File: src/rtl/trajectory_predictor_error_tracker_core_defines.svh
// Assertion helpers for the error tracker core.
// Both macros sample on clk and are disabled while rst_n is low.
`ifndef TRAJECTORY_PREDICTOR_ERROR_TRACKER_CORE_DEFINES_SVH
`define TRAJECTORY_PREDICTOR_ERROR_TRACKER_CORE_DEFINES_SVH

// Consequent must hold in the same cycle as the antecedent
`define TPET_ASSERT_IMP(lbl, ante, cons, msg) \
  lbl: assert property (@(posedge clk) disable iff (!rst_n) (ante) |-> (cons)) \
    else $error(msg);

// Consequent must hold in the cycle after the antecedent
`define TPET_ASSERT_NXT(lbl, ante, cons, msg) \
  lbl: assert property (@(posedge clk) disable iff (!rst_n) (ante) |=> (cons)) \
    else $error(msg);

`endif

File: src/rtl/tpet_pkg.sv
`default_nettype none
package tpet_pkg;

  // Field and state widths
  localparam int LON_W         = 32;
  localparam int LAT_W         = 31;
  localparam int HIST_W        = 32;
  localparam int PRED_W        = 36;
  localparam int DIFF_W        = 37;
  localparam int ERR_W         = 32;
  localparam int SUM_BITS      = 48;
  localparam int SUM_OUT_W     = 48;
  localparam int STEP_W        = 32;
  localparam int SEEN_W        = 3;
  localparam int HISTORY_DEPTH = 6;
  localparam int N_PRED        = 4;

  // Stream widths
  localparam int IN_DATA_W  = 64;
  localparam int OUT_DATA_W = 352;
  localparam int OUT_USER_W = 4;

  // Queue between front and back
  localparam int Q_DEPTH = 2;
  localparam int Q_PTR_W = $clog2(Q_DEPTH);
  localparam int Q_CNT_W = $clog2(Q_DEPTH + 1);

  // Square-root unit: 64-bit radicand, one root bit per cycle
  localparam int RAD_W      = 64;
  localparam int ROOT_W     = 32;
  localparam int ROOT_CNT_W = $clog2(ROOT_W);
  localparam int REM_W      = ROOT_W + 2;

  // Small-constant divider: reciprocal multiply in two partial products
  localparam int DIV_W    = 35;
  localparam int DEN_W    = 3;
  localparam int RCP_W    = 37;
  localparam int RCP_LO_W = 19;
  localparam int RCP_K    = 38;
  localparam int DACC_W   = DIV_W + RCP_W + 1;

  localparam logic [DEN_W-1:0] DEN_3 = 3'd3;
  localparam logic [DEN_W-1:0] DEN_4 = 3'd4;
  localparam logic [DEN_W-1:0] DEN_5 = 3'd5;

  // Rounded-up reciprocals scaled by 2^RCP_K
  localparam logic [RCP_W-1:0] RCP_3 = 37'd91625968982;
  localparam logic [RCP_W-1:0] RCP_4 = 37'd68719476736;
  localparam logic [RCP_W-1:0] RCP_5 = 37'd54975581389;

  // Point-count thresholds
  localparam logic [SEEN_W-1:0] SEEN_LIN  = 3'd3;
  localparam logic [SEEN_W-1:0] SEEN_CUB  = 3'd4;
  localparam logic [SEEN_W-1:0] SEEN_SMO  = 3'd5;
  localparam logic [SEEN_W-1:0] SEEN_FULL = 3'd6;
  localparam logic [SEEN_W-1:0] SEEN_MAX  = 3'd7;

  // Predictor indexes
  localparam logic [1:0] PR_LIN  = 2'd0;
  localparam logic [1:0] PR_QUAD = 2'd1;
  localparam logic [1:0] PR_CUB  = 2'd2;
  localparam logic [1:0] PR_SMO  = 2'd3;

  // Division slots for the smoothed predictor
  localparam logic [1:0] DV_V_LON = 2'd0;
  localparam logic [1:0] DV_A_LON = 2'd1;
  localparam logic [1:0] DV_V_LAT = 2'd2;
  localparam logic [1:0] DV_A_LAT = 2'd3;

  // One classified point
  typedef struct packed {
    logic [LON_W-1:0]  lon;
    logic [LAT_W-1:0]  lat;
    logic [N_PRED-1:0] valid;
    logic [SEEN_W-1:0] seen;
  } item_t;

  // Queue head toward the back part
  typedef struct packed {
    logic  valid;
    item_t item;
  } qif_t;

  typedef struct packed {
    logic             start;
    logic [RAD_W-1:0] radicand;
  } sqrt_req_t;

  typedef struct packed {
    logic              done;
    logic [ROOT_W-1:0] root;
  } sqrt_rsp_t;

  typedef struct packed {
    logic             start;
    logic [DIV_W-1:0] num;
    logic [DEN_W-1:0] den;
  } div_req_t;

  typedef struct packed {
    logic             done;
    logic [DIV_W-1:0] quot;
  } div_rsp_t;

  typedef enum logic [3:0] {
    ST_IDLE,
    ST_DIFF,
    ST_SQX,
    ST_SQY,
    ST_ADD,
    ST_ROOT,
    ST_ACC,
    ST_SHIFT,
    ST_PRED,
    ST_DIVGO,
    ST_DIVWAIT,
    ST_SMOOTH,
    ST_OUT
  } state_t;

endpackage
`default_nettype wire

File: src/rtl/tpet_isqrt.sv
`default_nettype none
module tpet_isqrt (
  input  logic                clk,
  input  logic                rst_n,
  input  tpet_pkg::sqrt_req_t req,
  output tpet_pkg::sqrt_rsp_t rsp
);

  logic                             busy_r, busy_nxt;
  logic                             done_r, done_nxt;
  logic [tpet_pkg::ROOT_CNT_W-1:0]  cnt_r, cnt_nxt;
  logic [tpet_pkg::RAD_W-1:0]       rad_r, rad_nxt;
  logic [tpet_pkg::REM_W-1:0]       rem_r, rem_nxt;
  logic [tpet_pkg::ROOT_W-1:0]      root_r, root_nxt;
  logic [tpet_pkg::REM_W+1:0]       rem_t;
  logic [tpet_pkg::REM_W+1:0]       trial;
  logic [tpet_pkg::REM_W+1:0]       diff;
  logic                             ge;

  // One root bit per step: bring down two radicand bits, try 4r+1
  always_comb begin
    rem_t = {rem_r, rad_r[tpet_pkg::RAD_W-1 -: 2]};
    trial = {2'b00, root_r, 2'b01};
    ge    = (rem_t >= trial);
    diff  = rem_t - trial;
  end

  always_comb begin
    busy_nxt = busy_r;
    done_nxt = 1'b0;
    cnt_nxt  = cnt_r;
    rad_nxt  = rad_r;
    rem_nxt  = rem_r;
    root_nxt = root_r;
    if (req.start) begin
      busy_nxt = 1'b1;
      cnt_nxt  = '0;
      rad_nxt  = req.radicand;
      rem_nxt  = '0;
      root_nxt = '0;
    end else if (busy_r) begin
      rem_nxt  = ge ? diff[tpet_pkg::REM_W-1:0] : rem_t[tpet_pkg::REM_W-1:0];
      root_nxt = {root_r[tpet_pkg::ROOT_W-2:0], ge};
      rad_nxt  = {rad_r[tpet_pkg::RAD_W-3:0], 2'b00};
      cnt_nxt  = cnt_r + 1'b1;
      if (cnt_r == tpet_pkg::ROOT_CNT_W'(tpet_pkg::ROOT_W - 1)) begin
        busy_nxt = 1'b0;
        done_nxt = 1'b1;
      end
    end
  end

  always_ff @(posedge clk) begin
    if (!rst_n) begin
      busy_r <= 1'b0;
      done_r <= 1'b0;
      cnt_r  <= '0;
    end else begin
      busy_r <= busy_nxt;
      done_r <= done_nxt;
      cnt_r  <= cnt_nxt;
    end
  end

  always_ff @(posedge clk) begin
    rad_r  <= rad_nxt;
    rem_r  <= rem_nxt;
    root_r <= root_nxt;
  end

  assign rsp.done = done_r;
  assign rsp.root = root_r;

endmodule
`default_nettype wire

File: config.mk
export PLATFORM = sky130hd
export DESIGN_NAME = tpet_isqrt
export DESIGN_NICKNAME = d
export VERILOG_FILES = /design/src/rtl/trajectory_predictor_error_tracker_core_defines.svh /design/src/rtl/tpet_pkg.sv /design/src/rtl/tpet_isqrt.sv
export SDC_FILE = /design/constraint.sdc
export NUM_CORES = 1
export LEC_CHECK = 0
export BUFFER_PORTS_ARGS = -buffer_cell sky130_fd_sc_hd__buf_2
export CORE_MARGIN = 2
export CORE_UTILIZATION = 57
export CTS_BUF_LIST = sky130_fd_sc_hd__clkbuf_16
export DETAILED_ROUTE_END_ITERATION = 8
export HOLD_SLACK_MARGIN = 0.1
export PLACE_DENSITY = 0.79
export RECOVER_POWER = 100
export SLEW_MARGIN = 5
export SYNTH_ARGS = -nofsm -noshare
export SYNTH_HDL_FRONTEND = slang
export SYNTH_SLANG_ARGS = --single-unit
File: constraint.sdc
create_clock -name clk -period 3.75 [get_ports clk]
set_clock_uncertainty 0.15 [all_clocks]
set_input_delay 0.75 -clock clk [delete_from_list [all_inputs] [get_ports clk]]
set_output_delay 0.75 -clock clk [all_outputs]
set_load 0.05 [all_outputs]
==> run summary <==
GRT Util Overall -> 0.245
CTS Sinks -> 137
Max IR drop VDD -> 344 uV
ys flop type -> dfxtp_1
reg2reg path depth -> 12
setup TNS -> 0 ns
ratio of cells with drive above 1 in the final layout -> 0.223
Initial Util -> 0.582
slowest CP cell -> buf_2
Slew @ Worst Pin -> 2.66 ns
max incr delay on CP -> 1.95 ns
WP buf/inv -> 2
DIE HEIGHT -> 120 microns
fin util -> 0.665
DP HPWL -> 11.5 mm
Reg power frac -> 0.301
post-cts resize count -> 0
Num CTS Buffers -> 17
Yosys reg bits -> 137
family with the most delay on the worst path -> buffers and inverters
Fill cells -> 1035
share of the yosys chip area belonging to registers -> 0.441
initial antenna violation count -> 0
Clock Latency Late Sink -> 0.43 ns
CP Cell Sequence -> clkbuf_1, buf_2, mux2_2
final WL -> 16.7 mm
Die Area -> 14400 sq um
DRT Pass-1 Iters -> 5
share of the synthesized area in the top cell type -> 0.250
clk buf depth -> 2
internal power -> 3.84 mW
max-cap violation count -> 1
number of H-tree levels -> 4
Clock power frac -> 0.276
Syn Nets -> 859
Core Region -> 13200 sq um
fmax -> 0.298 GHz
RSZ-0062 raised after global routing -> no
placer congestion estimate -> 0.935
Yosys cell types -> 68
Logic pwr share -> 0.423
endpoints failing setup -> 0
Yosys Warn Count -> 0
Rows -> 42
Worst Hold Depth -> 2
# hold bufs at CTS -> 0
biggest area consumer among synthesized cells -> edfxtp_1
leading post-synthesis cells by cell area -> edfxtp_1 25%, dfxtp_1 19%, mux2_2 9.1%
Total Power -> 6.21 mW
Commonest cells post-synth -> 82 x nor2_1, 73 x dfxtp_1, 64 x edfxtp_1
syn_area_per_cell -> 10.2 sq um
WL/cell -> 16.2 microns
gr ovfl total -> 0
Clock transition at path regs -> 0.06 ns
ant diodes -> 0
Layout Nets -> 947
Worst setup SP type -> primary input
vias -> 5928
Req. time, crit path -> 3.77 ns
WHS -> 0.348 ns
Final min period -> 3.36 ns
status -> finished, violations left
synthesized area -> 7680 sq um
Leakage -> 3.47 nW
# IOs -> 100
DRT iter0 DRCs -> 402
largest net degree at the start of global routing -> 131
DR DRC count -> 0
count leader, synth -> nor2_1
Hold Crit Class -> flop to flop
Buffers on Ports -> 99
die width -> 120 microns
Worst path depth -> 3
failing checks -> max-capacitance violations, max-slew violations
CP endpoint kind -> flop
post-route ant nets -> 0
Root Driver -> clkbuf_16
switch share -> 0.382
power density cells -> 708 nW/um^2
Post-CTS Setup Bufs -> 0
global-route wire length before repair -> 28.3 mm
critical path class -> primary input to flop
fin crit share -> 0.896
Post-synth EDFFs -> 64
Psw -> 2.37 mW
CP max FO -> 130
vias in the first global route -> 5930
Cells after Synth -> 756
Via density -> 5.74
TritonCTS clock tree -> built
max_slew headroom -> -0.776
ys async rst share -> 0
Final Max Slew Viols -> 131
Hold Fails Final Rpt -> 0
area delta synth->final -> 14.2%
Arrival @ worst endpoint -> 3.38 ns
[per-layer routing]
layer  global-route usage  wire length (microns)  vias up
met5                    0                      0        -
met4               0.0890                    305        0
met3               0.0798                   1220       30
met2                0.397                   8010      172
met1                0.307                   7210     2812
li1                     -                      -     2914
[cell type report]
cell class | count | area, sq um | share of cell area
Sequential cell | 137 | 3380 | 0.386
Clock buffer | 17 | 425 | 0.0485
Clock inverter | 15 | 175 | 0.0200
Tap cell | 176 | 220 | 0.0251
Multi-Input combinational cell | 537 | 3910 | 0.445
Inverter | 46 | 173 | 0.0197
Timing Repair Buffer | 105 | 489 | 0.0558
[cells by family (layout without fill, tap and decap cells)]
| kind of cell | after synthesis | after routing | synth area share |
|---|---|---|---|
| muxes | 98 | 98 | 0.138 |
| AOI/OAI and AO/OA | 157 | 157 | 0.154 |
| xor gates and xnor gates | 22 | 22 | 0.0251 |
| and+or+nand+nor | 224 | 224 | 0.136 |
| buffers and inverters | 82 | 183 | 0.0479 |
| adders and majority gates | 36 | 36 | 0.0587 |
| DFF | 137 | 137 | 0.441 |
[state kept, by name, indices dropped and copies added, names as in the netlist]
register and flops:
rem_r 34, root_r 32, cnt_r 5, rad_r 64, done_r 1, busy_r 1
[worst paths after layout]
kind         slack [ns]               startpoint                endpoint
max                0.39                  req[64]     rad_r[18]$_DFFE_PP_
min                0.35   rem_r[32]$_SDFFE_PP0P_  rem_r[32]$_SDFFE_PP0P_
max reg2reg        0.45  root_r[15]$_SDFFE_PP0P_  rem_r[33]$_SDFFE_PP0P_
min reg2reg        0.35   rem_r[32]$_SDFFE_PP0P_  rem_r[32]$_SDFFE_PP0P_
[power groups by stage]
stage               logic, mW  registers (mW)  clock network [mW]
floorplan                2.27            1.87                   0
detailed placement       2.66            1.89                   0
global route             2.93            1.89                1.80
CTS                      2.68            1.87                1.73
finish                   2.63            1.87                1.71
global placement         2.57            1.89                   0
[per-stage QoR]
stage	instances	cell area (sq um)	worst slack [ns]
floorplan	756	7680	0.660
global placement	1001	8280	0.724
finish	1033	8770	0.390
CTS	1033	8880	0.578
detailed placement	1001	8280	0.610
global route	1033	8770	0.165
[cells in the final DEF (no fill, tap or decap), drive strengths merged, types with 4 or more instances in the layout]
cell type | synthesis | final
nor2 | 85 | 85
dfxtp | 73 | 73
nand2 | 70 | 70
buf | 14 | 69
edfxtp | 64 | 64
mux2 | 62 | 62
clkbuf | 22 | 53
inv | 46 | 52
a21oi | 45 | 45
mux2i | 36 | 36
ha | 36 | 36
o21ai | 25 | 25
a311oi | 23 | 23
nand3 | 14 | 14
xnor2 | 13 | 13
a211oi | 11 | 11
nor3 | 10 | 10
o21a | 10 | 10
xor2 | 9 | 9
a21o | 9 | 9
nand2b | 9 | 9
and3 | 7 | 7
nand4 | 6 | 6
a31oi | 5 | 5
or3 | 5 | 5
nor2b | 5 | 5
o211ai | 5 | 5
and2 | 4 | 4
clkinv | 0 | 4
[tightest hold or removal path, delay by kind of cell, from the launching register on]
family / cells / cell delay, ns
flops: 1 / 0.32
simple gates: 1 / 0.08
compound gates: 1 / 0.05
Power figures use the tool's default switching activity.
