==> src/rtl/trajectory_predictor_error_tracker_core_defines.svh <==
// Assertion helpers for the error tracker core.
// Both macros sample on clk and are disabled while rst_n is low.
`ifndef TRAJECTORY_PREDICTOR_ERROR_TRACKER_CORE_DEFINES_SVH
`define TRAJECTORY_PREDICTOR_ERROR_TRACKER_CORE_DEFINES_SVH

// Consequent must hold in the same cycle as the antecedent
`define TPET_ASSERT_IMP(lbl, ante, cons, msg) \
  lbl: assert property (@(posedge clk) disable iff (!rst_n) (ante) |-> (cons)) \
    else $error(msg);

// Consequent must hold in the cycle after the antecedent
`define TPET_ASSERT_NXT(lbl, ante, cons, msg) \
  lbl: assert property (@(posedge clk) disable iff (!rst_n) (ante) |=> (cons)) \
    else $error(msg);

`endif

==> src/rtl/tpet_pkg.sv <==
`default_nettype none
package tpet_pkg;

  // Field and state widths
  localparam int LON_W         = 32;
  localparam int LAT_W         = 31;
  localparam int HIST_W        = 32;
  localparam int PRED_W        = 36;
  localparam int DIFF_W        = 37;
  localparam int ERR_W         = 32;
  localparam int SUM_BITS      = 48;
  localparam int SUM_OUT_W     = 48;
  localparam int STEP_W        = 32;
  localparam int SEEN_W        = 3;
  localparam int HISTORY_DEPTH = 6;
  localparam int N_PRED        = 4;

  // Stream widths
  localparam int IN_DATA_W  = 64;
  localparam int OUT_DATA_W = 352;
  localparam int OUT_USER_W = 4;

  // Queue between front and back
  localparam int Q_DEPTH = 2;
  localparam int Q_PTR_W = $clog2(Q_DEPTH);
  localparam int Q_CNT_W = $clog2(Q_DEPTH + 1);

  // Square-root unit: 64-bit radicand, one root bit per cycle
  localparam int RAD_W      = 64;
  localparam int ROOT_W     = 32;
  localparam int ROOT_CNT_W = $clog2(ROOT_W);
  localparam int REM_W      = ROOT_W + 2;

  // Small-constant divider: reciprocal multiply in two partial products
  localparam int DIV_W    = 35;
  localparam int DEN_W    = 3;
  localparam int RCP_W    = 37;
  localparam int RCP_LO_W = 19;
  localparam int RCP_K    = 38;
  localparam int DACC_W   = DIV_W + RCP_W + 1;

  localparam logic [DEN_W-1:0] DEN_3 = 3'd3;
  localparam logic [DEN_W-1:0] DEN_4 = 3'd4;
  localparam logic [DEN_W-1:0] DEN_5 = 3'd5;

  // Rounded-up reciprocals scaled by 2^RCP_K
  localparam logic [RCP_W-1:0] RCP_3 = 37'd91625968982;
  localparam logic [RCP_W-1:0] RCP_4 = 37'd68719476736;
  localparam logic [RCP_W-1:0] RCP_5 = 37'd54975581389;

  // Point-count thresholds
  localparam logic [SEEN_W-1:0] SEEN_LIN  = 3'd3;
  localparam logic [SEEN_W-1:0] SEEN_CUB  = 3'd4;
  localparam logic [SEEN_W-1:0] SEEN_SMO  = 3'd5;
  localparam logic [SEEN_W-1:0] SEEN_FULL = 3'd6;
  localparam logic [SEEN_W-1:0] SEEN_MAX  = 3'd7;

  // Predictor indexes
  localparam logic [1:0] PR_LIN  = 2'd0;
  localparam logic [1:0] PR_QUAD = 2'd1;
  localparam logic [1:0] PR_CUB  = 2'd2;
  localparam logic [1:0] PR_SMO  = 2'd3;

  // Division slots for the smoothed predictor
  localparam logic [1:0] DV_V_LON = 2'd0;
  localparam logic [1:0] DV_A_LON = 2'd1;
  localparam logic [1:0] DV_V_LAT = 2'd2;
  localparam logic [1:0] DV_A_LAT = 2'd3;

  // One classified point
  typedef struct packed {
    logic [LON_W-1:0]  lon;
    logic [LAT_W-1:0]  lat;
    logic [N_PRED-1:0] valid;
    logic [SEEN_W-1:0] seen;
  } item_t;

  // Queue head toward the back part
  typedef struct packed {
    logic  valid;
    item_t item;
  } qif_t;

  typedef struct packed {
    logic             start;
    logic [RAD_W-1:0] radicand;
  } sqrt_req_t;

  typedef struct packed {
    logic              done;
    logic [ROOT_W-1:0] root;
  } sqrt_rsp_t;

  typedef struct packed {
    logic             start;
    logic [DIV_W-1:0] num;
    logic [DEN_W-1:0] den;
  } div_req_t;

  typedef struct packed {
    logic             done;
    logic [DIV_W-1:0] quot;
  } div_rsp_t;

  typedef enum logic [3:0] {
    ST_IDLE,
    ST_DIFF,
    ST_SQX,
    ST_SQY,
    ST_ADD,
    ST_ROOT,
    ST_ACC,
    ST_SHIFT,
    ST_PRED,
    ST_DIVGO,
    ST_DIVWAIT,
    ST_SMOOTH,
    ST_OUT
  } state_t;

endpackage
`default_nettype wire

==> src/rtl/tpet_cdiv.sv <==
`default_nettype none
module tpet_cdiv (
  input  logic               clk,
  input  logic               rst_n,
  input  tpet_pkg::div_req_t req,
  output tpet_pkg::div_rsp_t rsp
);

  logic                                        busy_r, busy_nxt;
  logic                                        ph_r, ph_nxt;
  logic                                        done_r, done_nxt;
  logic [tpet_pkg::DIV_W-1:0]                  mag_r, mag_nxt;
  logic [tpet_pkg::RCP_W-1:0]                  rcp_r, rcp_nxt;
  logic [tpet_pkg::DACC_W-1:0]                 acc_r, acc_nxt;
  logic                                        neg_r, neg_nxt;
  logic [tpet_pkg::RCP_W-1:0]                  rcp_sel;
  logic [tpet_pkg::RCP_LO_W-1:0]               mul_b;
  logic [tpet_pkg::DIV_W+tpet_pkg::RCP_LO_W-1:0] prod;
  logic [tpet_pkg::DIV_W-1:0]                  quot_mag;

  // Pick the scaled reciprocal of the divisor
  always_comb begin
    unique case (req.den)
      tpet_pkg::DEN_3: rcp_sel = tpet_pkg::RCP_3;
      tpet_pkg::DEN_5: rcp_sel = tpet_pkg::RCP_5;
      default:         rcp_sel = tpet_pkg::RCP_4;
    endcase
  end

  // One partial product per cycle: low reciprocal bits first, then high bits
  assign mul_b = ph_r ? tpet_pkg::RCP_LO_W'(rcp_r[tpet_pkg::RCP_W-1:tpet_pkg::RCP_LO_W])
                      : rcp_r[tpet_pkg::RCP_LO_W-1:0];
  assign prod  = mag_r * mul_b;

  // Multiply the magnitude, sign applied at the end (truncate toward zero)
  always_comb begin
    busy_nxt = busy_r;
    ph_nxt   = ph_r;
    done_nxt = 1'b0;
    mag_nxt  = mag_r;
    rcp_nxt  = rcp_r;
    acc_nxt  = acc_r;
    neg_nxt  = neg_r;
    if (req.start) begin
      busy_nxt = 1'b1;
      ph_nxt   = 1'b0;
      neg_nxt  = req.num[tpet_pkg::DIV_W-1];
      mag_nxt  = req.num[tpet_pkg::DIV_W-1] ? (~req.num + 1'b1) : req.num;
      rcp_nxt  = rcp_sel;
      acc_nxt  = '0;
    end else if (busy_r) begin
      if (!ph_r) begin
        acc_nxt = tpet_pkg::DACC_W'(prod);
        ph_nxt  = 1'b1;
      end else begin
        acc_nxt  = acc_r + (tpet_pkg::DACC_W'(prod) << tpet_pkg::RCP_LO_W);
        busy_nxt = 1'b0;
        done_nxt = 1'b1;
      end
    end
  end

  always_ff @(posedge clk) begin
    if (!rst_n) begin
      busy_r <= 1'b0;
      ph_r   <= 1'b0;
      done_r <= 1'b0;
    end else begin
      busy_r <= busy_nxt;
      ph_r   <= ph_nxt;
      done_r <= done_nxt;
    end
  end

  always_ff @(posedge clk) begin
    mag_r <= mag_nxt;
    rcp_r <= rcp_nxt;
    acc_r <= acc_nxt;
    neg_r <= neg_nxt;
  end

  assign quot_mag = acc_r[tpet_pkg::RCP_K +: tpet_pkg::DIV_W];
  assign rsp.done = done_r;
  assign rsp.quot = neg_r ? (~quot_mag + 1'b1) : quot_mag;

endmodule
`default_nettype wire

==> config.mk <==
export PLATFORM = sky130hd
export DESIGN_NAME = tpet_cdiv
export DESIGN_NICKNAME = d
export VERILOG_FILES = /design/src/rtl/trajectory_predictor_error_tracker_core_defines.svh /design/src/rtl/tpet_pkg.sv /design/src/rtl/tpet_cdiv.sv
export SDC_FILE = /design/constraint.sdc
export NUM_CORES = 2
export LEC_CHECK = 0
export BUFFER_PORTS_ARGS = -buffer_cell sky130_fd_sc_hd__buf_2
export CAP_MARGIN = 20
export CORE_MARGIN = 2
export CORE_UTILIZATION = 62
export DETAILED_ROUTE_END_ITERATION = 7
export MAX_ROUTING_LAYER = met4
export PLACE_DENSITY_LB_ADDON = 0.25
export SYNTH_ARGS = -nofsm -noshare
export SYNTH_HDL_FRONTEND = slang
export SYNTH_SLANG_ARGS = --single-unit
==> constraint.sdc <==
create_clock -name clk -period 20.6 [get_ports clk]
set_clock_uncertainty 0.2 [all_clocks]
set_input_delay 4.12 -clock clk [delete_from_list [all_inputs] [get_ports clk]]
set_output_delay 4.12 -clock clk [all_outputs]
set_load 0.005 [all_outputs]
==> results.toml <==
[sta]
worst_pin_slew_ns = 1.10
tns_ns = 0
fmax_ghz = 0.0895
rsz0062_at_grt = "false"
fin_crit_ns = 11.17
finalHoldViolCount = 0
relSlewSlack_pct = 26.5
hold_ws_ns = 0.286
slew_violations = 0
final-setup-viol-count = 0
post-route-period-util_pct = 54.2

[synth]
avgSynthCellArea_um2 = 8.80
synth_top_flop_cell = "dfxtp_1"
async_reset_ff_share_pct = 0
synth_seq_area_share_pct = 8.67
netlist_instances = 3068
syn-num-nets = 3864
yosys_warnings = 0
synth.ff_latch_count = 97
synth_edf_count = 40
ys_types = 69
syn_area_um2 = 27000

[setup_path]
crit_path_end_kind = "flop"
max_stage_delay_ns = 1.01
r2r_cells = 33
critPathLaunchType = "flop"
reg2reg_to = "acc_r[70]$_SDFFE_PP0P_"
r2r_start = "rcp_r[35]$_DFFE_PP_"
crit_top_cell = "inv_1"
crit_type = "reg2reg"
crit_path_top_delay_cell = "mux2_2"
r2r_setup_slack_ns = 9.43
cp.required_ns = 20.69
arrival_ns = 11.27
cp_max_fo = 37

[floorplan]
die_w_um = 213
dieHeight_um = 213
rows = 76
initial_core_util_pct = 62.7
dieArea_um2 = 45300
pin_count = 77
core-area_um2 = 43100

[global_route]
track_usage_pct = 39.0
grt_pass1_wl_um = 126000
grt_pass1_vias = 22600
antenna_found_initial = 12
grt_overflow = 0
grt_max_degree = 68

[cells_and_area]
fin_util_pct = 65.2
final.fill_count = 3679
synthToLayoutAreaGrowth_pct = 3.97
stdcell_count = 3655
final_common_cell = "inv_1"
drive_gt1_share_pct = 4.22
final_cell_mix = "inv_1, fa_1, nand2_1, ha_1, a21oi_1"
nets = 3849

[run_status]
status = "finished clean"

[cts]
htree_levels = 3
clk_pin_slew_ns = 0.10
cts_resized = 0
postCtsSetupRepairBufs = 0
cts_buffer_depth = 2
cts_num_sinks = 97
hold_buffers = 0
cts-root-buf = "clkbuf_16"
clock_latency_ns = 0.42
cts_made_buffers = 9
cts_tree = "built"

[placement]
dp.cells = 3627
dpl.hpwl_um = 69200
portBuffers = 76
gp_congestion = 1.02

[routing]
wirelength_um = 81500
dr_total_vias = 21400
via_per_inst = 5.86
avgRoutedWirePerCell_um = 22.3
drcViolationCount = 0
ant_nets = 0
drt_iter0_drc = 1648
drt_pass1_iterations = 6

[min_path]
hold_class = "reg2reg"
holdPathEnd = "acc_r[21]$_SDFFE_PP0P_"
min_from = "acc_r[21]$_SDFFE_PP0P_"
min_path_cells = 2

[run]
drv_cap = 0
[synthesized netlist by cell type, drive strengths merged (40+ instances only)]
cell      n  share of area (%)
clkbuf  107                1.5
ha      213                9.9
a21oi   128                2.4
nor2    101                1.4
and2     61                1.4
edfxtp   40                4.4
nand2   328                4.6
fa      542                 40
dfxtp    57                4.2
xnor2   125                4.1
o21ai   105                1.9
inv     770                 11
a21o     70                1.9
[per-stage QoR]
step | instance area [µm²] | setup WS, ns
2_1_floorplan | 27000 | 11.65
3_3_place_gp | 27800 | 9.96
3_5_place_dp | 27800 | 9.80
4_1_cts | 28100 | 9.73
5_1_grt | 28100 | 8.82
6_report | 28100 | 9.43
[logic make-up after synthesis]
family	count (synthesis)	share of synthesized area [%]
and+or+nand+nor	682	11.8
xor gates and xnor gates	155	5.03
AOI/OAI and AO/OA	483	11.6
adders and majority gates	755	50.0
DFF	97	8.67
muxes	13	0.491
other	1	0.0139
buffers and inverters	882	12.3
[per-layer routing]
layer  track usage, %  share of wire (%)  up-vias  routed length (µm)
met1             46.3                 38    10600               31000
li1                 -                  -     9544                   -
met2             61.7                 48      968               38900
met5                -                  0        -                   0
met3             6.75                6.8      315                5570
met4             25.4                7.4        0                6030
[critical path, delay by kind of cell, from the launching register on]
kind                     cells  cell delay (ns)
buffers and inverters        7             0.97
flip-flops                   1             0.33
XOR/XNOR                     1             0.13
multiplexers                 1             1.01
AO/OA/AOI/OAI               13             4.20
adder cells (fa/ha/maj)      8             3.53
AND/OR/NAND/NOR              3             0.63
[worst max-delay path by stage]
| stage | startpoint | end | slack [ns] | depth (start not counted) |
|---|---|---|---|---|
| final | rcp_r[35]$_DFFE_PP_ | acc_r[70]$_SDFFE_PP0P_ | 9.43 | 33 |
| after global routing | rcp_r[35]$_DFFE_PP_ | acc_r[70]$_SDFFE_PP0P_ | 8.82 | 33 |
| after CTS | rcp_r[35]$_DFFE_PP_ | acc_r[70]$_SDFFE_PP0P_ | 9.73 | 33 |
| after detailed placement | rcp_r[35]$_DFFE_PP_ | acc_r[70]$_SDFFE_PP0P_ | 9.80 | 33 |
| after global placement | rcp_r[35]$_DFFE_PP_ | acc_r[70]$_SDFFE_PP0P_ | 9.96 | 33 |
| after floorplan | ph_r$_SDFFE_PP0P_ | acc_r[72]$_SDFFE_PP0P_ | 11.65 | 36 |
[state kept, by name (all words and copies together), names as in the netlist]
name,count
busy_r,1
rcp_r,4
done_r,1
neg_r,1
mag_r,35
ph_r,1
acc_r,54
[cell type report]
type | count | area (µm²) | share of cell area (%)
Antenna cell | 12 | 30.0 | 0.107
Clock buffer | 10 | 229 | 0.815
Clock inverter | 6 | 47.5 | 0.169
Inverter | 770 | 2890 | 10.3
Multi-Input combinational cell | 2089 | 21400 | 76.0
Sequential cell | 97 | 2340 | 8.35
Tap cell | 585 | 732 | 2.61
Timing Repair Buffer | 86 | 458 | 1.63
Power is left out: the tool's default activity adds up to more than one toggle a clock period on the data nets, which glitch-free logic cannot reach.
