File: config.mk
export PLATFORM = sky130hd
export DESIGN_NAME = tpet_front
export DESIGN_NICKNAME = d
export VERILOG_FILES = /design/src/rtl/trajectory_predictor_error_tracker_core_defines.svh /design/src/rtl/tpet_pkg.sv /design/src/rtl/tpet_front.sv
export SDC_FILE = /design/constraint.sdc
export NUM_CORES = 1
export LEC_CHECK = 0
export BUFFER_PORTS_ARGS = -buffer_cell sky130_fd_sc_hd__buf_2
export CAP_MARGIN = 20
export CORE_MARGIN = 4
export CORE_UTILIZATION = 24
export DETAILED_ROUTE_END_ITERATION = 6
export HOLD_SLACK_MARGIN = 0.12
export RECOVER_POWER = 50
export SLEW_MARGIN = 20
export SYNTH_ARGS = -nofsm -noshare
export SYNTH_HDL_FRONTEND = slang
export SYNTH_SLANG_ARGS = --single-unit
File: constraint.sdc
create_clock -name clk -period 4.3 [get_ports clk]
set_clock_uncertainty 0.1 [all_clocks]
set_input_delay 0.215 -clock clk [delete_from_list [all_inputs] [get_ports clk]]
set_output_delay 0.215 -clock clk [all_outputs]
set_load 0.02 [all_outputs]
File: src/rtl/trajectory_predictor_error_tracker_core_defines.svh
// Assertion helpers for the error tracker core.
// Both macros sample on clk and are disabled while rst_n is low.
`ifndef TRAJECTORY_PREDICTOR_ERROR_TRACKER_CORE_DEFINES_SVH
`define TRAJECTORY_PREDICTOR_ERROR_TRACKER_CORE_DEFINES_SVH

// Consequent must hold in the same cycle as the antecedent
`define TPET_ASSERT_IMP(lbl, ante, cons, msg) \
  lbl: assert property (@(posedge clk) disable iff (!rst_n) (ante) |-> (cons)) \
    else $error(msg);

// Consequent must hold in the cycle after the antecedent
`define TPET_ASSERT_NXT(lbl, ante, cons, msg) \
  lbl: assert property (@(posedge clk) disable iff (!rst_n) (ante) |=> (cons)) \
    else $error(msg);

`endif

File: src/rtl/tpet_pkg.sv
`default_nettype none
package tpet_pkg;

  // Field and state widths
  localparam int LON_W         = 32;
  localparam int LAT_W         = 31;
  localparam int HIST_W        = 32;
  localparam int PRED_W        = 36;
  localparam int DIFF_W        = 37;
  localparam int ERR_W         = 32;
  localparam int SUM_BITS      = 48;
  localparam int SUM_OUT_W     = 48;
  localparam int STEP_W        = 32;
  localparam int SEEN_W        = 3;
  localparam int HISTORY_DEPTH = 6;
  localparam int N_PRED        = 4;

  // Stream widths
  localparam int IN_DATA_W  = 64;
  localparam int OUT_DATA_W = 352;
  localparam int OUT_USER_W = 4;

  // Queue between front and back
  localparam int Q_DEPTH = 2;
  localparam int Q_PTR_W = $clog2(Q_DEPTH);
  localparam int Q_CNT_W = $clog2(Q_DEPTH + 1);

  // Square-root unit: 64-bit radicand, one root bit per cycle
  localparam int RAD_W      = 64;
  localparam int ROOT_W     = 32;
  localparam int ROOT_CNT_W = $clog2(ROOT_W);
  localparam int REM_W      = ROOT_W + 2;

  // Small-constant divider: reciprocal multiply in two partial products
  localparam int DIV_W    = 35;
  localparam int DEN_W    = 3;
  localparam int RCP_W    = 37;
  localparam int RCP_LO_W = 19;
  localparam int RCP_K    = 38;
  localparam int DACC_W   = DIV_W + RCP_W + 1;

  localparam logic [DEN_W-1:0] DEN_3 = 3'd3;
  localparam logic [DEN_W-1:0] DEN_4 = 3'd4;
  localparam logic [DEN_W-1:0] DEN_5 = 3'd5;

  // Rounded-up reciprocals scaled by 2^RCP_K
  localparam logic [RCP_W-1:0] RCP_3 = 37'd91625968982;
  localparam logic [RCP_W-1:0] RCP_4 = 37'd68719476736;
  localparam logic [RCP_W-1:0] RCP_5 = 37'd54975581389;

  // Point-count thresholds
  localparam logic [SEEN_W-1:0] SEEN_LIN  = 3'd3;
  localparam logic [SEEN_W-1:0] SEEN_CUB  = 3'd4;
  localparam logic [SEEN_W-1:0] SEEN_SMO  = 3'd5;
  localparam logic [SEEN_W-1:0] SEEN_FULL = 3'd6;
  localparam logic [SEEN_W-1:0] SEEN_MAX  = 3'd7;

  // Predictor indexes
  localparam logic [1:0] PR_LIN  = 2'd0;
  localparam logic [1:0] PR_QUAD = 2'd1;
  localparam logic [1:0] PR_CUB  = 2'd2;
  localparam logic [1:0] PR_SMO  = 2'd3;

  // Division slots for the smoothed predictor
  localparam logic [1:0] DV_V_LON = 2'd0;
  localparam logic [1:0] DV_A_LON = 2'd1;
  localparam logic [1:0] DV_V_LAT = 2'd2;
  localparam logic [1:0] DV_A_LAT = 2'd3;

  // One classified point
  typedef struct packed {
    logic [LON_W-1:0]  lon;
    logic [LAT_W-1:0]  lat;
    logic [N_PRED-1:0] valid;
    logic [SEEN_W-1:0] seen;
  } item_t;

  // Queue head toward the back part
  typedef struct packed {
    logic  valid;
    item_t item;
  } qif_t;

  typedef struct packed {
    logic             start;
    logic [RAD_W-1:0] radicand;
  } sqrt_req_t;

  typedef struct packed {
    logic              done;
    logic [ROOT_W-1:0] root;
  } sqrt_rsp_t;

  typedef struct packed {
    logic             start;
    logic [DIV_W-1:0] num;
    logic [DEN_W-1:0] den;
  } div_req_t;

  typedef struct packed {
    logic             done;
    logic [DIV_W-1:0] quot;
  } div_rsp_t;

  typedef enum logic [3:0] {
    ST_IDLE,
    ST_DIFF,
    ST_SQX,
    ST_SQY,
    ST_ADD,
    ST_ROOT,
    ST_ACC,
    ST_SHIFT,
    ST_PRED,
    ST_DIVGO,
    ST_DIVWAIT,
    ST_SMOOTH,
    ST_OUT
  } state_t;

endpackage
`default_nettype wire

File: src/rtl/tpet_front.sv
`default_nettype none
module tpet_front (
  input  logic                          clk,
  input  logic                          rst_n,
  input  logic                          in_tvalid,
  output logic                          in_tready,
  input  logic [tpet_pkg::LON_W-1:0]    in_lon,
  input  logic [tpet_pkg::LAT_W-1:0]    in_lat,
  output tpet_pkg::qif_t                q_out,
  input  logic                          q_pop
);

  tpet_pkg::item_t mem_r [tpet_pkg::Q_DEPTH];
  tpet_pkg::item_t new_item;
  logic [tpet_pkg::Q_PTR_W-1:0] wr_ptr_r, wr_ptr_nxt;
  logic [tpet_pkg::Q_PTR_W-1:0] rd_ptr_r, rd_ptr_nxt;
  logic [tpet_pkg::Q_CNT_W-1:0] cnt_r, cnt_nxt;
  logic [tpet_pkg::SEEN_W-1:0]  seen_r, seen_nxt;
  logic                         push;
  logic                         pop;

  assign in_tready = (cnt_r != tpet_pkg::Q_CNT_W'(tpet_pkg::Q_DEPTH));
  assign push      = in_tvalid && in_tready;
  assign pop       = q_pop && (cnt_r != '0);

  // Classify the request: which errors are due, and the point count after it
  always_comb begin
    new_item.lon   = in_lon;
    new_item.lat   = in_lat;
    new_item.valid = {seen_r >= tpet_pkg::SEEN_SMO, seen_r >= tpet_pkg::SEEN_CUB,
                      seen_r >= tpet_pkg::SEEN_LIN, seen_r >= tpet_pkg::SEEN_LIN};
    new_item.seen  = (seen_r == tpet_pkg::SEEN_MAX) ? seen_r : seen_r + 1'b1;
  end

  // Advance pointers, count and point tally
  always_comb begin
    wr_ptr_nxt = wr_ptr_r;
    rd_ptr_nxt = rd_ptr_r;
    seen_nxt   = seen_r;
    cnt_nxt    = cnt_r;
    if (push) begin
      wr_ptr_nxt = (wr_ptr_r == tpet_pkg::Q_PTR_W'(tpet_pkg::Q_DEPTH - 1)) ?
                   '0 : wr_ptr_r + 1'b1;
      seen_nxt   = new_item.seen;
    end
    if (pop) begin
      rd_ptr_nxt = (rd_ptr_r == tpet_pkg::Q_PTR_W'(tpet_pkg::Q_DEPTH - 1)) ?
                   '0 : rd_ptr_r + 1'b1;
    end
    if (push && !pop) begin
      cnt_nxt = cnt_r + 1'b1;
    end else if (pop && !push) begin
      cnt_nxt = cnt_r - 1'b1;
    end
  end

  always_ff @(posedge clk) begin
    if (!rst_n) begin
      wr_ptr_r <= '0;
      rd_ptr_r <= '0;
      cnt_r    <= '0;
      seen_r   <= '0;
    end else begin
      wr_ptr_r <= wr_ptr_nxt;
      rd_ptr_r <= rd_ptr_nxt;
      cnt_r    <= cnt_nxt;
      seen_r   <= seen_nxt;
    end
  end

  // Queue storage
  always_ff @(posedge clk) begin
    if (push) begin
      mem_r[wr_ptr_r] <= new_item;
    end
  end

  assign q_out.valid = (cnt_r != '0);
  assign q_out.item  = mem_r[rd_ptr_r];

endmodule
`default_nettype wire

==> impl_metrics.tcl, run 1 <==
set metrics [dict create \
    syn_to_final_growth_pct 39.1 \
    ys_warn_count 0 \
    cp_num_buf_inv 0 \
    maxSlewViolCount 70 \
    cts.sinks 146 \
    ys_types 29 \
    via_count 3078 \
    dr.pass1.iters 4 \
    ios 139 \
    syn_inst 266 \
    maxSlewHeadroom_pct -15.6 \
    clk_pin_slew_ns 0.06 \
    hp-start "q_pop" \
    antenna_found_initial 1 \
    gp_congestion 0.748 \
    dp_worst_setup_slack_ns 1.75 \
    crit_path_max_fanout 69 \
    post_dp_cell_area_mm2 0.00646 \
    die_w_um 159 \
    clk_latency_ns 0.41 \
    critPathRequiredTime_ns 4.20 \
    diodes 0 \
    fin_crit_sh_pct 62.3 \
    final_cell_mix "edfxtp_1 (138), buf_2 (85), dlygate4sd3_1 (66)" \
    finalCriticalPeriod_ns 2.68 \
    hold_class "input port to flop" \
    grtUsageTotal_pct 9.04 \
    powerDensity_mw_per_mm2 583 \
    cts_root_buffer "clkbuf_16" \
    place_inst 679 \
    design_area_mm2 0.00762 \
    drive_gt1_share_pct 38.8 \
    cts_tree "yes" \
    worst_slew_pin_slew_ns 1.73 \
    drt_wl_total_um 11200 \
    crit_path_start_kind "flop" \
    grt_pass1_vias 3431 \
    die_h_um 159 \
    coreArea_mm2 0.0226 \
    wl_per_cell_um 14.4 \
    peakVddDrop_uv 314 \
    power.leakage_nw 2.77 \
    final_common_cell "edfxtp_1" \
    setup_viol 0 \
    fin_ws_ns 1.62 \
    syn-cell-area_mm2 0.00548 \
    ys_ff_latch 146 \
    viasPerCell 3.96 \
    crit_path_cell_trace "nand2b_1 > and3_2" \
    crit_path_max_incr_delay_ns 1.38 \
    failed_checks "capacitance limit, slew limit" \
    rr_worst_depth 2 \
    grt-ovfl-total 0 \
    arrival_ns 2.58 \
    dpl.hpwl_um 7050 \
    critical_path_class "flop to flop" \
    cts_max_level 4 \
    status "complete, but fails checks" \
    final_cells 777 \
    nets 550 \
    cts_buffers 17 \
    die_area_mm2 0.0253 \
    r2r_start "cnt_r[0]" \
    grt_pass1_wl_um 17900 \
    r2r-end "mem_r[1][24]" \
    hold_viol_final 0 \
    post_cts_buffers 0 \
    grt_max_degree 70 \
    timing.setup.tns_ns 0 \
    first_iter_violations 104 \
    synth_nets 337 \
    hold_path_depth 4 \
    synth_area_per_cell_um2 20.6 \
    grt_setup_unrepaired "no" \
    fmax_ghz 0.373 \
    clk_path_buf_depth 2 \
    critPathTopFamily "simple AND/OR/NAND/NOR gates" \
    drc 0 \
    initial_core_util_pct 24.3 \
    ys_seq_area_share_pct 78.6 \
    cp_slowest_cell "and3_2" \
    port_buffers 138 \
    critPathCaptureType "flop" \
    antenna_left 0 \
    fin_util_pct 33.7 \
    maxCapViolCount 1 \
    r2r_slack_ns 1.62 \
    rows 55 \
]
## worst reg2reg max path: stages, from the launching register on
cell	delay, ns
dfxtp_1	0.41
nand2b_1	0.29
and3_2	1.38
## cells in the mapped netlist
cell | n | area share (%)
nand2_1 | 3 | 0.21
a21oi_1 | 2 | 0.18
mux2_2 | 59 | 12
mux2_4 | 11 | 3.0
o31a_2 | 1 | 0.18
buf_6 | 3 | 0.62
a31oi_1 | 1 | 0.11
or3_1 | 1 | 0.11
nand2_2 | 1 | 0.11
xnor2_1 | 1 | 0.16
a21o_1 | 2 | 0.27
mux2i_1 | 1 | 0.18
o211a_1 | 1 | 0.18
nand3b_1 | 1 | 0.14
buf_4 | 1 | 0.14
inv_1 | 5 | 0.34
xor2_1 | 3 | 0.48
edfxtp_1 | 138 | 76
o21ai_0 | 2 | 0.18
dlygate4sd1_1 | 1 | 0.16
buf_2 | 6 | 0.55
a21bo_2 | 1 | 0.18
and3_1 | 1 | 0.11
nand3_1 | 1 | 0.091
or2_2 | 2 | 0.23
dfxtp_1 | 8 | 2.9
nor2_1 | 4 | 0.27
ha_1 | 4 | 0.91
nand2b_1 | 1 | 0.11
## logic make-up after synthesis
family | after synthesis | synth area share (%)
buffers and inverters | 16 | 1.81
and+or+nand+nor | 15 | 1.39
xor gates and xnor gates | 4 | 0.640
muxes | 71 | 15.3
AOI/OAI and AO/OA | 10 | 1.30
adders and majority gates | 4 | 0.914
DFF | 146 | 78.6
## how the worst max path moves through the flow
stage / start / depth (start not counted) / end / slack (ns)
6_report: cnt_r[0] / 2 / mem_r[1][24] / 1.62
5_1_grt: cnt_r[0] / 2 / mem_r[1][22] / 1.41
4_1_cts: cnt_r[0] / 4 / mem_r[0][41] / 1.74
3_5_place_dp: cnt_r[0] / 4 / mem_r[0][35] / 1.75
3_3_place_gp: cnt_r[0] / 4 / mem_r[0][35] / 1.87
2_1_floorplan: cnt_r[0] / 3 / mem_r[1][0] / 1.44
## state kept, by name, indices dropped and copies added, names as in the netlist, named ones only
name,flops
cnt_r,2
rd_ptr_r,1
wr_ptr_r,1
mem_r,138
seen_r,3
## what timing repair did
action / CTS / global route
gates resized for setup: 0 / 0
hold buffers: 66 / 0
endpoints found under the hold margin: 134 / 0
## layout make-up
type                            count  area, µm²
Fill cell                        2212      15000
Sequential cell                   146       4310
Timing Repair Buffer              205       1290
Multi-Input combinational cell    104       1070
Clock buffer                       19        433
Tap cell                          285        357
Clock inverter                     13        138
Inverter                            5       20.0
## per-stage QoR
stage | hold WS (ns) | power, mW
final | 0.175 | 4.44
after global placement | 0.303 | 3.01
after detailed placement | 0.309 | 3.05
after global routing | 0.185 | 4.68
after CTS | 0.140 | 4.54
after floorplan | 0.214 | 2.70
## power by group
group,switching [mW],internal (mW)
Sequential,0.146,1.79
Clock,0.563,0.854
Combinational,0.604,0.482
## routing by layer
| layer | part of all wire [%] | wire length (µm) | track usage [%] | vias up |
|---|---|---|---|---|
| li1 | - | - | - | 1458 |
| met1 | 42 | 4650 | 10.1 | 1507 |
| met2 | 51 | 5700 | 15.7 | 96 |
| met3 | 5.3 | 586 | 3.55 | 15 |
| met4 | 1.8 | 199 | 3.35 | 2 |
| met5 | 0.12 | 13 | 0 | - |
Note: power is estimated with default switching activity, not from simulation.
==> inputs of run 2 (changes only) <==
--- a/config.mk
+++ b/config.mk
@@ -5,6 +5,7 @@
 export SDC_FILE = /design/constraint.sdc
 export NUM_CORES = 1
 export LEC_CHECK = 0
+export ABC_AREA = 1
 export BUFFER_PORTS_ARGS = -buffer_cell sky130_fd_sc_hd__buf_2
 export CAP_MARGIN = 20
 export CORE_MARGIN = 4
==> constraint.sdc (replaced) <==
create_clock -name clk -period 2.33 [get_ports clk]
set_clock_uncertainty 0.1 [all_clocks]
set_input_delay 0.1165 -clock clk [delete_from_list [all_inputs] [get_ports clk]]
set_output_delay 0.1165 -clock clk [all_outputs]
set_load 0.02 [all_outputs]
==> run 2 against run 1 <==
Compared with the run above: the run now ends clean; sequential power rose by 77%; non-clock buffer count grew 3; die area barely moved; routed wire length is 1.2% lower; count of clock-buffer cells in the layout is the same; utilization is 0.82 points higher; sequential share of layout area decreased by 0.15 points; power rose by 82%; setup slack worse by 1.2 ns; critical path depth increased by 1; largest cell class unchanged; highest routed layer is now met4.
==> impl_metrics.tcl, run 2 <==
set metrics [dict create \
    finalCriticalPeriod_ns 1.88 \
    dr.pass1.iters 4 \
    drt_wl_total_um 11000 \
    maxSlewHeadroom_pct 71.0 \
    ys_seq_area_share_pct 78.7 \
    maxCapViolCount 0 \
    hold_viol_final 0 \
    synth_most_common_cell "edfxtp_1" \
    met2_usage_pct 15.5 \
    arrival_ns 1.66 \
    drc 0 \
    synth_top_family_by_area "multiplexers" \
    final_cells 792 \
    grtUsageMet3_pct 3.29 \
    synth_edf_count 138 \
    ys_warn_count 0 \
    synth-simple-area-share_pct 2.17 \
    diodes 0 \
    syn_inst 282 \
    via_count 3141 \
    grt_setup_unrepaired "no" \
    grt_pass1_wl_um 17800 \
    crit_path_max_fanout 26 \
    cts.sinks 146 \
    cts_tree "yes" \
    synth_area_leader_cell "edfxtp_1" \
    peakVddDrop_uv 475 \
    place_inst 694 \
    largest-register "mem_r" \
    ys_types 19 \
    fin_crit_sh_pct 80.7 \
    dpl.hpwl_um 7060 \
    reg_top3 "mem_r (138), seen_r (3), cnt_r (2)" \
    nets 570 \
    synth_compound_area_share_pct 1.17 \
    final_cell_mix "edfxtp_1 (138), clkbuf_1 (82), dlygate4sd3_1 (66)" \
    status "completed" \
    syn-cell-area_mm2 0.00547 \
    design_area_mm2 0.00764 \
    antenna_left 0 \
    powerDensity_mw_per_mm2 1060 \
    muxShareOfSynthArea_pct 14.9 \
    cts_buffers 17 \
    synth_area_per_cell_um2 19.4 \
    yosysTopAreaCellShare_pct 75.8 \
    viasPerCell 3.97 \
    clk_path_buf_depth 2 \
    grt_max_degree 71 \
    ys_ff_latch 146 \
    synth_commonest_cells "edfxtp_1 (138), mux2_2 (59), inv_1 (13), nand2_1 (13), nor2_1 (13)" \
    die_h_um 159 \
    grtUsageTotal_pct 8.87 \
    die_area_mm2 0.0253 \
    multi_input_area_mm2 0.00104 \
    synthArstFlopShare_pct 0 \
    post_cts_buffers 0 \
    hold_class "input port to flop" \
    ios 139 \
    ys.flop_type "edfxtp_1" \
    gp_congestion 0.681 \
    synth_nets 353 \
    grt_util_met1_pct 9.59 \
    die_w_um 159 \
    port_buffers 138 \
    maxSlewViolCount 0 \
    critPathRequiredTime_ns 2.11 \
    clk_pin_slew_ns 0.06 \
    final_common_cell "edfxtp_1" \
    first_iter_violations 157 \
    grt_pass1_vias 3478 \
    synth.top_cells.by_area "edfxtp_1 (76%), mux2_2 (12%), dfxtp_1 (2.9%)" \
    clk_latency_ns 0.41 \
    critPathCaptureType "primary output" \
    fmax_ghz 0.532 \
    cts_max_level 4 \
    cts_resized 0 \
    synth_xor_area_share_pct 0 \
    worst_slew_pin_slew_ns 0.434 \
    setup_viol 0 \
    power.leakage_nw 2.70 \
    rows 54 \
    post_dp_cell_area_mm2 0.00653 \
    syn_to_final_growth_pct 39.6 \
    antenna_found_initial 0 \
    wl_per_cell_um 13.9 \
    critical_path_class "flop to primary output" \
    fillers 2162 \
    regArea_mm2 0.00431 \
    grt-ovfl-total 0 \
    timing.setup.tns_ns 0 \
    largest_reg_flops 138 \
    initial_core_util_pct 24.8 \
    top_usage_layer "met2" \
    synth_fa_ha_area_share_pct 0.915 \
    crit_path_start_kind "flop" \
    finalPower_mw 8.07 \
    cts_root_buffer "clkbuf_16" \
    drive_gt1_share_pct 30.9 \
    coreArea_mm2 0.0221 \
]
run 2: cell types whose count changed after synthesis, moves of 2 or more:
cell     previous run  this run
nand2_1             3        13
nor2_1              4        13
inv_1               5        13
o21ai_0             2         6
xor2_1              3         0
a21o_1              2         0
or2_2               2         0
run 2: cells by family (layout without fill, tap and decap cells):
family / after synthesis / after routing
AO/OA/AOI/OAI: 10 / 10
adder cells (fa/ha/maj): 4 / 4
buffers and inverters: 23 / 253
flip-flops: 146 / 146
multiplexers: 69 / 69
AND/OR/NAND/NOR: 30 / 30
run 2: routing by layer:
| layer | share of wire, % | vias to the layer above |
|---|---|---|
| met5 | 0 | - |
| met4 | 1.8 | 0 |
| met3 | 5.4 | 13 |
| met2 | 52 | 87 |
| met1 | 41 | 1534 |
| li1 | - | 1507 |
run 2: repair_timing:
item	CTS	global route
endpoints found under the hold margin	134	0
hold buffers	66	0
setup endpoints to repair	0	0
run 2: final cells by class:
| type | instances | share of cell area, % |
|---|---|---|
| multi-input combinational | 113 | 13.7 |
| sequential | 146 | 56.4 |
| timing repair buffer | 208 | 17.3 |
| inverter | 13 | 0.639 |
| clock buffer | 19 | 5.67 |
| clock inverter | 13 | 1.75 |
| tap | 280 | 4.59 |
run 2: final timing paths:
| check | startpoint | end | slack [ns] | cells past startpoint |
|---|---|---|---|---|
| worst max-delay path | flop | q_out[7] | 0.45 | 3 |
| worst min-delay path | in_lon[30] | mem_r[0][68] | 0.34 | 2 |
| worst max register to register | cnt_r[0] | mem_r[1][64] | 0.47 | 5 |
| worst min register to register | rd_ptr_r | flop | 0.41 | 2 |
run 2: critical path: stages (launching register included):
cell and delay (ns):
dfxtp_4 0.36, buf_4 0.32, mux2_2 0.38, buf_2 0.17
run 2: power breakdown:
part           internal [mW]  switching [mW]
registers               3.33           0.106
clock network           1.58            1.03
logic                  0.782            1.26
run 2: metrics by stage:
| step | hold WS (ns) | worst slack (ns) | util [%] |
|---|---|---|---|
| CTS | 0.303 | 0.402 | 35.1 |
| global placement | 0.207 | 0.587 | 29.5 |
| finish | 0.340 | 0.451 | 34.6 |
| detailed placement | 0.209 | 0.517 | 29.5 |
| floorplan | 0.115 | -0.715 | - |
| global route | 0.313 | 0.360 | 34.6 |
